**config.mk**
```make
export PLATFORM = sky130hd
export DESIGN_NAME = tcw_ctrl
export DESIGN_NICKNAME = d
export VERILOG_FILES = /design/src/rtl/core/tcw_pkg.sv /design/src/rtl/core/tcw_ctrl.sv
export SDC_FILE = /design/constraint.sdc
export NUM_CORES = 1
export LEC_CHECK = 0
export BUFFER_PORTS_ARGS = -buffer_cell sky130_fd_sc_hd__clkbuf_2
export CAP_MARGIN = 10
export CORE_AREA = 2 2 39 41
export DETAILED_ROUTE_END_ITERATION = 10
export DIE_AREA = 0 0 41 43
export PLACE_DENSITY = 0.75
export SLEW_MARGIN = 20
export SYNTH_ARGS = -nofsm -noshare
export SYNTH_HDL_FRONTEND = slang
export SYNTH_SLANG_ARGS = --single-unit
```
**constraint.sdc**
```tcl
create_clock -name clk -period 1.5 [get_ports clk]
set_input_delay 0.075 -clock clk [delete_from_list [all_inputs] [get_ports clk]]
set_output_delay 0.075 -clock clk [all_outputs]
set_load 0.005 [all_outputs]
```
**src/rtl/core/tcw_pkg.sv**
```systemverilog
// shared constants, codes and controller/datapath signal groups for the text console
package tcw_pkg;

  // default screen geometry
  localparam int SCREEN_ROWS_DEF    = 25;
  localparam int SCREEN_COLUMNS_DEF = 80;

  // payload field widths
  localparam int REQ_W      = 2;
  localparam int CHAR_W     = 8;
  localparam int ADDR_W     = 11;
  localparam int POS_W      = 11;
  localparam int VALUE_W    = 16;
  localparam int CFG_IDX_W  = 2;
  localparam int CFG_DATA_W = 4;
  localparam int ATTR_W     = 8;

  // request types
  localparam logic [REQ_W-1:0] REQ_PUT   = 2'd0;
  localparam logic [REQ_W-1:0] REQ_CLEAR = 2'd1;
  localparam logic [REQ_W-1:0] REQ_READ  = 2'd2;

  // character codes
  localparam logic [CHAR_W-1:0] CODE_BACKSPACE = 8'd8;
  localparam logic [CHAR_W-1:0] CODE_TAB       = 8'd9;
  localparam logic [CHAR_W-1:0] CODE_NEWLINE   = 8'd10;
  localparam logic [CHAR_W-1:0] CODE_SPACE     = 8'd32;
  localparam logic [CHAR_W-1:0] CODE_NULL      = 8'd0;

  // configuration register indexes
  localparam logic [CFG_IDX_W-1:0] CFG_FORE_COLOUR = 2'd0;
  localparam logic [CFG_IDX_W-1:0] CFG_BACK_COLOUR = 2'd1;
  localparam logic [CFG_IDX_W-1:0] CFG_TAB_WIDTH   = 2'd2;

  // configuration reset values
  localparam logic [CFG_DATA_W-1:0] FORE_COLOUR_RESET = 4'd7;
  localparam logic [CFG_DATA_W-1:0] BACK_COLOUR_RESET = 4'd0;
  localparam logic [CFG_DATA_W-1:0] TAB_WIDTH_RESET   = 4'd4;

  // commands from controller to datapath
  typedef struct packed {
    logic load;
    logic put;
    logic put_space;
    logic backspace;
    logic newline;
    logic clear;
    logic sweep;
    logic tab_dec;
    logic read;
    logic result;
  } cmd_t;

  // status from datapath to controller
  typedef struct packed {
    logic [REQ_W-1:0] req_type;
    logic             is_backspace;
    logic             is_newline;
    logic             is_tab;
    logic             put_scrolls;
    logic             at_bottom;
    logic             tab_zero;
    logic             sweep_last;
  } status_t;

endpackage

```
**src/rtl/core/tcw_ctrl.sv**
```systemverilog
// sequencing state machine of the text console
module tcw_ctrl import tcw_pkg::*; (
  input  logic    clk,
  input  logic    rst,
  input  status_t status,
  input  logic    in_valid,
  output logic    in_ready,
  output logic    out_valid,
  input  logic    out_ready,
  output cmd_t    cmd
);

  localparam logic [2:0] S_IDLE  = 3'd0;
  localparam logic [2:0] S_EXEC  = 3'd1;
  localparam logic [2:0] S_TAB   = 3'd2;
  localparam logic [2:0] S_SWEEP = 3'd3;
  localparam logic [2:0] S_DONE  = 3'd4;

  logic [2:0] state;
  logic [2:0] state_next;
  logic       init;

  assign in_ready = (state == S_IDLE);

  // next state and commands
  always_comb begin
    cmd        = '0;
    state_next = state;
    unique case (state)
      S_IDLE: begin
        if (in_valid) begin
          cmd.load   = 1'b1;
          state_next = S_EXEC;
        end
      end
      S_EXEC: begin
        unique case (status.req_type)
          REQ_PUT: begin
            priority if (status.is_backspace) begin
              cmd.backspace = 1'b1;
              state_next    = S_DONE;
            end else if (status.is_newline) begin
              cmd.newline = 1'b1;
              state_next  = status.at_bottom ? S_SWEEP : S_DONE;
            end else if (status.is_tab) begin
              state_next = S_TAB;
            end else begin
              cmd.put    = 1'b1;
              state_next = status.put_scrolls ? S_SWEEP : S_DONE;
            end
          end
          REQ_CLEAR: begin
            cmd.clear  = 1'b1;
            state_next = S_SWEEP;
          end
          REQ_READ: begin
            cmd.read   = 1'b1;
            state_next = S_DONE;
          end
          default: begin
            state_next = S_DONE;
          end
        endcase
      end
      S_TAB: begin
        if (status.tab_zero) begin
          state_next = S_DONE;
        end else begin
          cmd.put       = 1'b1;
          cmd.put_space = 1'b1;
          cmd.tab_dec   = 1'b1;
          state_next    = status.put_scrolls ? S_SWEEP : S_TAB;
        end
      end
      S_SWEEP: begin
        cmd.sweep = 1'b1;
        if (status.sweep_last) begin
          priority if (init) begin
            state_next = S_IDLE;
          end else if (status.tab_zero) begin
            state_next = S_DONE;
          end else begin
            state_next = S_TAB;
          end
        end
      end
      S_DONE: begin
        if (!out_valid || out_ready) begin
          cmd.result = 1'b1;
          state_next = S_IDLE;
        end
      end
      default: begin
        state_next = S_IDLE;
      end
    endcase
  end

  // state, power-up sweep flag and response valid
  always_ff @(posedge clk) begin
    if (rst) begin
      state     <= S_SWEEP;
      init      <= 1'b1;
      out_valid <= 1'b0;
    end else begin
      state <= state_next;
      if (state == S_SWEEP && status.sweep_last) begin
        init <= 1'b0;
      end
      if (cmd.result) begin
        out_valid <= 1'b1;
      end else if (out_ready) begin
        out_valid <= 1'b0;
      end
    end
  end

endmodule

```
==> results of run 1 <==
## layout make-up
class | count | area share, %
sequential | 5 | 15.8
timing repair buffer | 32 | 29.2
inverter | 3 | 1.59
clock buffer | 4 | 3.72
tap | 16 | 2.83
multi-input combinational | 43 | 46.9
## through the flow
step	instances	setup TNS, ps	utilization, %	setup WS (ps)
global route	103	-294	51.1	-101
finish	103	0	51.1	0.680
global placement	93	0	41.5	135
floorplan	55	0	-	248
CTS	100	-8.84	46.2	-8.50
detailed placement	93	0	41.5	113
## sequential cells by signal, indices dropped and copies added, names as in the netlist
| signal | count |
|---|---|
| init | 1 |
| out_valid | 1 |
| state | 3 |
## worst register-to-register path: stages, from the launching register on
cell	delay, ps
dfxtp_4	340
buf_8	140
buf_12	120
nor4b_4	270
o31ai_1	120
a311o_1	280
o31ai_1	70
## cells by family after synthesis
group                  after synthesis
buffers and inverters                7
DFF                                  5
AOI/OAI and AO/OA                   14
and+or+nand+nor                     29
## cells in the final DEF, fill, tap and decap left out, drive strengths merged
cell,netlist,final
o31ai,3,3
nor2b,2,2
nand3,2,2
a21boi,1,1
nor2,6,6
a221oi,2,2
nor3,4,4
buf,4,9
nand2b,3,3
a21o,1,1
nor4b,2,2
a21oi,2,2
or2,1,1
dfxtp,5,5
nor4,1,1
clkbuf,0,27
inv,3,3
a311o,2,2
o21ai,3,3
and3b,1,1
nand2,3,3
and2,3,3
and3,1,1
## report_power, final
part | internal (mW) | switching [mW]
Sequential | 0.157 | 0.0193
Clock | 0.100 | 0.0530
Combinational | 0.162 | 0.143
Total | 0.419 | 0.215
## layer usage
layer | GRT usage [%] | part of all wire, %
met1 | 17.7 | 41
met2 | 22.8 | 53
met3 | 7.85 | 6.0
met4 | 4.00 | 0
met5 | 0 | 0
## worst paths after layout
| check | from | to | slack [ps] | cells past startpoint |
|---|---|---|---|---|
| max | state[1] | cmd[5] | 0.7 | 5 |
| min reg2reg | out_valid | state[2] | 520 | 2 |
| max reg2reg | state[1] | state[2] | 60 | 6 |
| min | rst | out_valid | 70 | 2 |
## what timing repair did
| action | in CTS | in global routing |
|---|---|---|
| endpoints found under the setup margin | 2 | 5 |
| pin swaps | 2 | 2 |
| buffers inserted | 3 | 3 |
| cloned | 0 | 0 |
| gates resized for setup | 5 | 9 |
==> impl_metrics.csv, run 1 <==
group,metric,value,unit
synthesis,yosys.area_share.simple,46.1,%
floorplan,die_y,43,um
power_and_ir_drop,p_per_area,896,nW/um^2
synthesis,synth_nets,68,
setup_path,worst_path_max_delay_cell,"dfxtp_4",
sta,slew_headroom,82.2,%
run,max-cap-violations,0,
finish,num_antenna_cells,0,
routing,ant_nets,0,
finish,fin_area,707,sq um
sta,maxClockFrequency,0.667,GHz
placement,hpwl,852,um
grt,grtUsageTotal,15.0,%
clock_tree,clockBufferDepth,2,
outcome,status,"finished, final reports clean",
synthesis,async_reset_ff_share,0,%
routing,drt-vias-per-instance,5.14,
sta,rsz0062_at_grt,"true",
synthesis,synth-seq-area-share,22.2,%
synthesis,ys_ff_latch,5,
sta,fin_skew,3.95,ps
sta,period_minus_slack,1500,ps
clock_tree,worstSkewPairLatency,240,ps
floorplan,chipWidth,41,um
setup_path,slowest_delay,340,ps
clock_tree,clkTransAtPathRegs,40,ps
finish,multi_input_area,332,sq um
sta,hold_viol_final,0,
synthesis,yosysUniqueCellTypes,26,
placement,numPortBuffers,24,
synthesis,synth_top_cell_by_area,"dfxtp_1",
floorplan,die_area,1760,sq um
routing,drtPass1Iterations,4,
synthesis,postSynthCellCount,55,
synthesis,synth_ff_type,"dfxtp_1",
power_and_ir_drop,leakage,0.346,nW
setup_path,crit_path_cell_trace,"buf_8, nor4_4, nor2b_4, and2_4, buf_6",
setup_path,path_buf_inv,2,
synthesis,synthXorXnorAreaFrac,0,%
synthesis,yosys-top-cells-count,"6 x nor2_1, 5 x dfxtp_1",
floorplan,rows,14,
routing,drt_iter0_drc,7,
sta,final-max-slew-violation-count,0,
synthesis,yosysMostFrequentCell,"nor2_1",
routing,vias,529,
grt,antenna_found_initial,0,
synthesis,synth_top_area_share,22.2,%
floorplan,pin_count,25,
clock_tree,cts_tree,"built",
sta,period_share,100,%
floorplan,coreArea,1380,sq um
synthesis,synth_area_leaders,"dfxtp_1 22%, nor4b_4 11%, nor2_1 5.0%",
placement,gp_congestion,0.824,
grt,grt_max_degree,10,
clock_tree,cts_buffers,3,
sta,hold_slack,67.0,ps
routing,wl,1150,um
synthesis,synth-adder-area-share,0,%
grt,grt_pass1_wl,1810,um
grt,grt_overflow,0,
finish,nets,101,
setup_path,crit_family,"simple AND/OR/NAND/NOR gates",
setup_path,crit_fanout,7,
power_and_ir_drop,finalPower,634,uW
synthesis,synth_compound_area_share,22.2,%
finish,regArea,111,sq um
synthesis,synth_edf_count,0,
clock_tree,cts.htree.levels,1,
sta,tightestPinTransition,267,ps
synthesis,synth.cell_area,450,sq um
setup_path,start_kind,"register",
synthesis,synth_top_family_by_area,"simple AND/OR/NAND/NOR gates",
power_and_ir_drop,ir_drop,672,uV
floorplan,start_util,32.5,%
finish,drive_gt1_share,54.0,%
hold_path,hold_class,"primary input to register",
synthesis,synth_mux_area_share,0,%
setup_path,crit_arrival,1420,ps
synthesis,synth_area_per_cell,8.19,sq um
synthesis,yosys_warnings,0,
clock_tree,cts_hold_buf,0,
finish,fill_cells,124,
finish,areaGrowthSynthToFinish,56.9,%
routing,wl_per_cell,11.1,um
sta,setup_viol,0,
grt,grt_pass1_vias,471,
setup_path,cp.required,1420,ps
routing,route.detailed.drc,0,
setup_path,cp-end-kind,"primary output",
setup_path,critPathKind,"register to primary output",
clock_tree,clock-sinks,5,
clock_tree,root_buffer,"clkbuf_4",
placement,placed_area,574,sq um
No activity file was read; power rests on OpenSTA's default activity.
==> run 2, diff against run 1 <==
CELL_PAD_IN_SITES_DETAIL_PLACEMENT = 1   (was unset)
CELL_PAD_IN_SITES_GLOBAL_PLACEMENT = 1   (was unset)
CORE_AREA = unset   (was 2 2 39 41)
CORE_UTILIZATION = 28   (was unset)
DIE_AREA = unset   (was 0 0 41 43)
PLACE_DENSITY = 0.85   (was 0.75)
SLEW_MARGIN = 15   (was 20)
==> impl_metrics.csv, run 2 (same netlist as run 1, synthesis figures left out) <==
group,metric,value,unit
outcome,status,"finished, violations left",
outcome,violations,"negative setup slack",
routing,routed-wl-met2,871,um
setup_path,worst_path_max_delay_cell,"dfxtp_4",
setup_path,crit_path_cell_trace,"buf_6, nor4_4, nor2b_4, and2_1, clkbuf_2",
routing,route.detailed.drc,0,
clock_tree,cts_buffers,3,
power_and_ir_drop,ir_drop,396,uV
setup_path,crit_end,"cmd[5]",
setup_path,r2r_slack,50,ps
setup_path,critPathKind,"register to primary output",
grt,antenna_found_initial,0,
sta,timing.final.ws_setup,-43.5,ps
setup_path,path_buf_inv,2,
power_and_ir_drop,p_int,409,uW
grt,grt_pass1_vias,547,
routing,dr.max_layer_used,"met4",
finish,nets,102,
run,max-cap-violations,0,
routing,met3_length,45,um
clock_tree,cts_hold_buf,0,
setup_path,start_kind,"register",
routing,ant_nets,0,
clock_tree,clock-sinks,5,
routing,vias,542,
setup_path,crit_fanout,3,
hold_path,hold_class,"primary input to register",
sta,hold_slack,65.5,ps
setup_path,cp.required,1420,ps
floorplan,chipWidth,42.1,um
finish,final_common_cell,"clkbuf_2",
grt,grtUsageTotal,18.6,%
setup_path,reg2reg_to,"state[0]",
floorplan,coreArea,1510,sq um
clock_tree,cts_tree,"built",
placement,gp_congestion,0.772,
clock_tree,cts.htree.levels,1,
sta,period_share,103,%
routing,drtPass1Iterations,4,
placement,numPortBuffers,24,
power_and_ir_drop,p_clk_share,27.2,%
finish,drive_gt1_share,53.4,%
sta,fin_skew,7.78,ps
power_and_ir_drop,p_sw,254,uW
routing,wl_per_cell,15.4,um
clock_tree,clkTransAtPathRegs,60,ps
setup_path,worstRegToRegCells,6,
sta,rsz0062_at_grt,"true",
routing,wl,1600,um
routing,drt_iter0_drc,10,
sta,period_minus_slack,1540,ps
routing,drt-met1-wl,657,um
placement,hpwl,1050,um
grt,grt_overflow,0,
power_and_ir_drop,comb_power_share,45.6,%
finish,final_cell_mix,"24 x clkbuf_2, 7 x buf_4, 6 x nor2_1",
sta,tightestPinTransition,304,ps
setup_path,rr_startpoint,"state[1]",
power_and_ir_drop,netSwitchingFraction,38.3,%
floorplan,die_y,42.1,um
clock_tree,root_buffer,"clkbuf_4",
power_and_ir_drop,p_seq_share,27.2,%
sta,setup_viol,2,
setup_path,slowest_delay,350,ps
floorplan,die_area,1770,sq um
finish,largest_register_ffs,3,
power_and_ir_drop,p_per_area,956,nW/um^2
setup_path,crit_arrival,1470,ps
finish,areaGrowthSynthToFinish,53.9,%
finish,num_antenna_cells,0,
grt,grt_max_degree,9,
setup_path,crit_start,"state[1]",
floorplan,pin_count,25,
setup_path,cp-end-kind,"primary output",
finish,regMostFlops,"state",
sta,final-max-slew-violation-count,0,
power_and_ir_drop,leakage,0.343,nW
floorplan,rows,14,
setup_path,crit_cells,5,
floorplan,start_util,29.9,%
grt,grt_pass1_wl,2450,um
clock_tree,clockBufferDepth,2,
finish,largest_registers,"state (3), init (1), out_valid (1)",
routing,drt-vias-per-instance,5.21,
setup_path,crit_family,"simple AND/OR/NAND/NOR gates",
placement,place_ws,92.5,ps
clock_tree,worstSkewPairLatency,260,ps
sta,maxClockFrequency,0.648,GHz
sta,hold_viol_final,0,
sta,slew_headroom,79.7,%
run 2: cell types whose count changed in the layout (fill, tap and decap cells not counted), sizes merged:
cell / before / now
clkbuf: 27 / 28
run 2: final cells by class:
cell class                 instances  area, sq um
inverter                           3         11.3
multi-input combinational         43          329
sequential                         5          111
fill                             187          813
timing repair buffer              33          195
clock buffer                       4         26.3
tap                               16         20.0
run 2: metrics by stage:
stage / total power [mW] / cells / setup TNS (ps) / area [sq um] / util, %
after floorplan: 0.335 / 55 / 0 / 450 / -
after global placement: 0.405 / 94 / 0 / 582 / 38.6
after detailed placement: 0.414 / 94 / 0 / 582 / 38.6
after CTS: 0.627 / 101 / -49.3 / 659 / 43.8
after global routing: 0.699 / 104 / -217 / 693 / 46.0
final: 0.663 / 104 / -77.0 / 693 / 46.0
run 2: layer usage:
metal	track usage (%)	vias up
li1	-	264
met3	3.02	4
met1	20.3	259
met4	10.6	0
met2	33.8	15
met5	0	-
run 2: worst register-to-register path, stage by stage (launching register included):
cell,delay [ps]
dfxtp_4,350
buf_6,130
nor4_4,300
buf_4,150
buf_4,100
a221oi_1,80
o21ai_0,240
run 2: how the worst min path moves through the flow:
| stage | start | end | cells past startpoint |
|---|---|---|---|
| 2_1_floorplan | rst | out_valid | 1 |
| 3_3_place_gp | rst | out_valid | 2 |
| 3_5_place_dp | rst | out_valid | 2 |
| 4_1_cts | rst | out_valid | 2 |
| 5_1_grt | rst | out_valid | 2 |
| 6_report | rst | out_valid | 2 |
run 2: power by group through the flow:
| stage | Sequential [mW] | Clock, mW | Combinational (mW) |
|---|---|---|---|
| 6_report | 0.180 | 0.180 | 0.302 |
| 5_1_grt | 0.182 | 0.191 | 0.326 |
| 4_1_cts | 0.177 | 0.183 | 0.267 |
| 3_5_place_dp | 0.185 | 0 | 0.229 |
| 3_3_place_gp | 0.182 | 0 | 0.223 |
| 2_1_floorplan | 0.160 | 0 | 0.174 |
run 2: timing repair:
item | 4_1_cts | 5_1_grt
endpoints found under the hold margin | 0 | 0
resized for setup | 8 | 4
buffers inserted | 3 | 3
cloned | 0 | 0
endpoints found under the setup margin | 2 | 4
pin swaps | 2 | 1
==> run 3, diff against run 2 <==
BUFFER_PORTS_ARGS = unset   (was -buffer_cell sky130_fd_sc_hd__clkbuf_2)
CORE_AREA = 2 2 39 41   (was unset)
CORE_UTILIZATION = unset   (was 28)
DIE_AREA = 0 0 41 43   (was unset)
DONT_BUFFER_PORTS = 1   (was unset)
PLACE_DENSITY = 0.75   (was 0.85)
==> impl_metrics.csv, run 3 (same netlist as run 1, synthesis figures left out) <==
group,metric,value,unit
grt,grt_overflow,0,
setup_path,cp.required,1420,ps
setup_path,worst_path_max_delay_cell,"dfxtp_4",
grt,met1_usage,19.0,%
run,max-cap-violations,0,
finish,num_antenna_cells,0,
placement,numPortBuffers,0,
setup_path,crit_path_cell_trace,"buf_4, nand2b_4, nor4_4, nor2b_4, and2_1",
routing,wl_per_cell,14.3,um
setup_path,cp-end-kind,"primary output",
clock_tree,root_buffer,"clkbuf_4",
setup_path,start_kind,"register",
clock_tree,clkTransAtPathRegs,40,ps
routing,vias,430,
setup_path,worstRegToRegCells,5,
power_and_ir_drop,p_per_area,999,nW/um^2
finish,largest_register_ffs,3,
setup_path,rr_startpoint,"state[1]",
finish,finalNonFillerCells,78,
setup_path,critPathKind,"register to primary output",
setup_path,slowest_delay,390,ps
clock_tree,cts_buffers,3,
floorplan,rows,14,
grt,grtUsageTotal,15.3,%
finish,largest_registers,"state (3), init (1), out_valid (1)",
sta,period_minus_slack,1410,ps
setup_path,reg2reg_to,"state[2]",
routing,route.detailed.drc,0,
finish,multi_input_area,324,sq um
sta,final-max-slew-violation-count,0,
outcome,status,"finished, final reports clean",
placement,gp_congestion,0.749,
clock_tree,worstSkewPairLatency,240,ps
floorplan,coreArea,1380,sq um
clock_tree,cts.htree.levels,1,
grt,use_met3,6.28,%
power_and_ir_drop,finalPower,541,uW
placement,place_inst,72,
grt,grt_pass1_wl,1900,um
clock_tree,cts_tree,"built",
sta,hold_viol_final,0,
floorplan,die_area,1760,sq um
sta,tightestPinTransition,285,ps
finish,fill_cells,167,
routing,wl,1110,um
placement,hpwl,908,um
sta,period_share,94.2,%
setup_path,crit_arrival,1340,ps
finish,nets,76,
sta,maxClockFrequency,0.708,GHz
setup_path,crit_fanout,9,
grt,top_usage_layer,"met2",
routing,ant_nets,0,
routing,drtPass1Iterations,1,
sta,fin_setup_tns,0,ps
floorplan,start_util,32.5,%
sta,slew_headroom,80.9,%
finish,drive_gt1_share,29.0,%
floorplan,chipWidth,41,um
finish,final_cell_mix,"6 x nor2_1, 6 x buf_4",
clock_tree,clock-sinks,5,
clock_tree,clockBufferDepth,2,
finish,regArea,105,sq um
grt,met2_usage,25.3,%
setup_path,r2r_slack,160,ps
hold_path,hold_class,"primary input to register",
finish,regMostFlops,"state",
grt,grt_max_degree,11,
hold_path,min_to,"state[2]",
hold_path,min_from,"rst",
routing,drt_iter0_drc,0,
grt,antenna_found_initial,0,
hold_path,hold_depth,2,
finish,areaGrowthSynthToFinish,20.3,%
finish,fin_area,542,sq um
power_and_ir_drop,leakage,0.224,nW
floorplan,die_y,43,um
grt,grt_pass1_vias,455,
power_and_ir_drop,ir_drop,613,uV
floorplan,pin_count,25,
sta,setup_viol,0,
placement,placed_area,477,sq um
routing,drt-vias-per-instance,5.51,
sta,fin_skew,0.332,ps
[run 3: worst max path at each step]
stage	slack (ps)	to	cells past startpoint	startpoint
after floorplan	250	state[2]	5	state[0]
after global placement	90	cmd[5]	5	state[0]
after detailed placement	40	cmd[5]	5	state[0]
after CTS	10	cmd[5]	4	state[1]
after global routing	-9	cmd[5]	5	state[0]
final	90	cmd[5]	5	state[0]
[run 3: metal layers]
layer	vias up	routed length [um]
met4	0	0
met2	11	588
met1	205	476
met5	-	0
met3	0	49
li1	214	-
[run 3: through the flow]
| stage | utilization, % | hold slack, ps | setup slack, ps |
|---|---|---|---|
| detailed placement | 34.4 | 150 | 41.1 |
| floorplan | - | 144 | 248 |
| global placement | 34.4 | 149 | 87.3 |
| finish | 39.2 | 15.6 | 87.1 |
| CTS | 38.6 | 10.5 | 9.65 |
| global route | 39.2 | 24.2 | -9.23 |
[run 3: power breakdown]
part	switching [mW]	leakage [nW]	internal [mW]
Sequential	0.0295	0.0420	0.155
Clock	0.0522	0.0150	0.100
Combinational	0.101	0.167	0.103
Total	0.183	0.224	0.359
[run 3: area by class of cell]
class / instances / area share (%)
Clock buffer: 4 / 4.85
Inverter: 3 / 2.08
Multi-Input combinational cell: 43 / 59.8
Sequential cell: 5 / 19.4
Tap cell: 16 / 3.70
Timing Repair Buffer: 7 / 10.2
[run 3: critical path, delay by kind of cell (launching register included)]
kind	cells	cell delay, ps
simple gates	4	570
buf+inv	1	140
flops	1	390
[run 3: timing repair]
item	CTS	global route
endpoints found under the setup margin	2	2
hold endpoints to repair	5	0
setup buffers	0	1
pin swaps	0	1
resized for setup	6	0
hold buffers	1	0
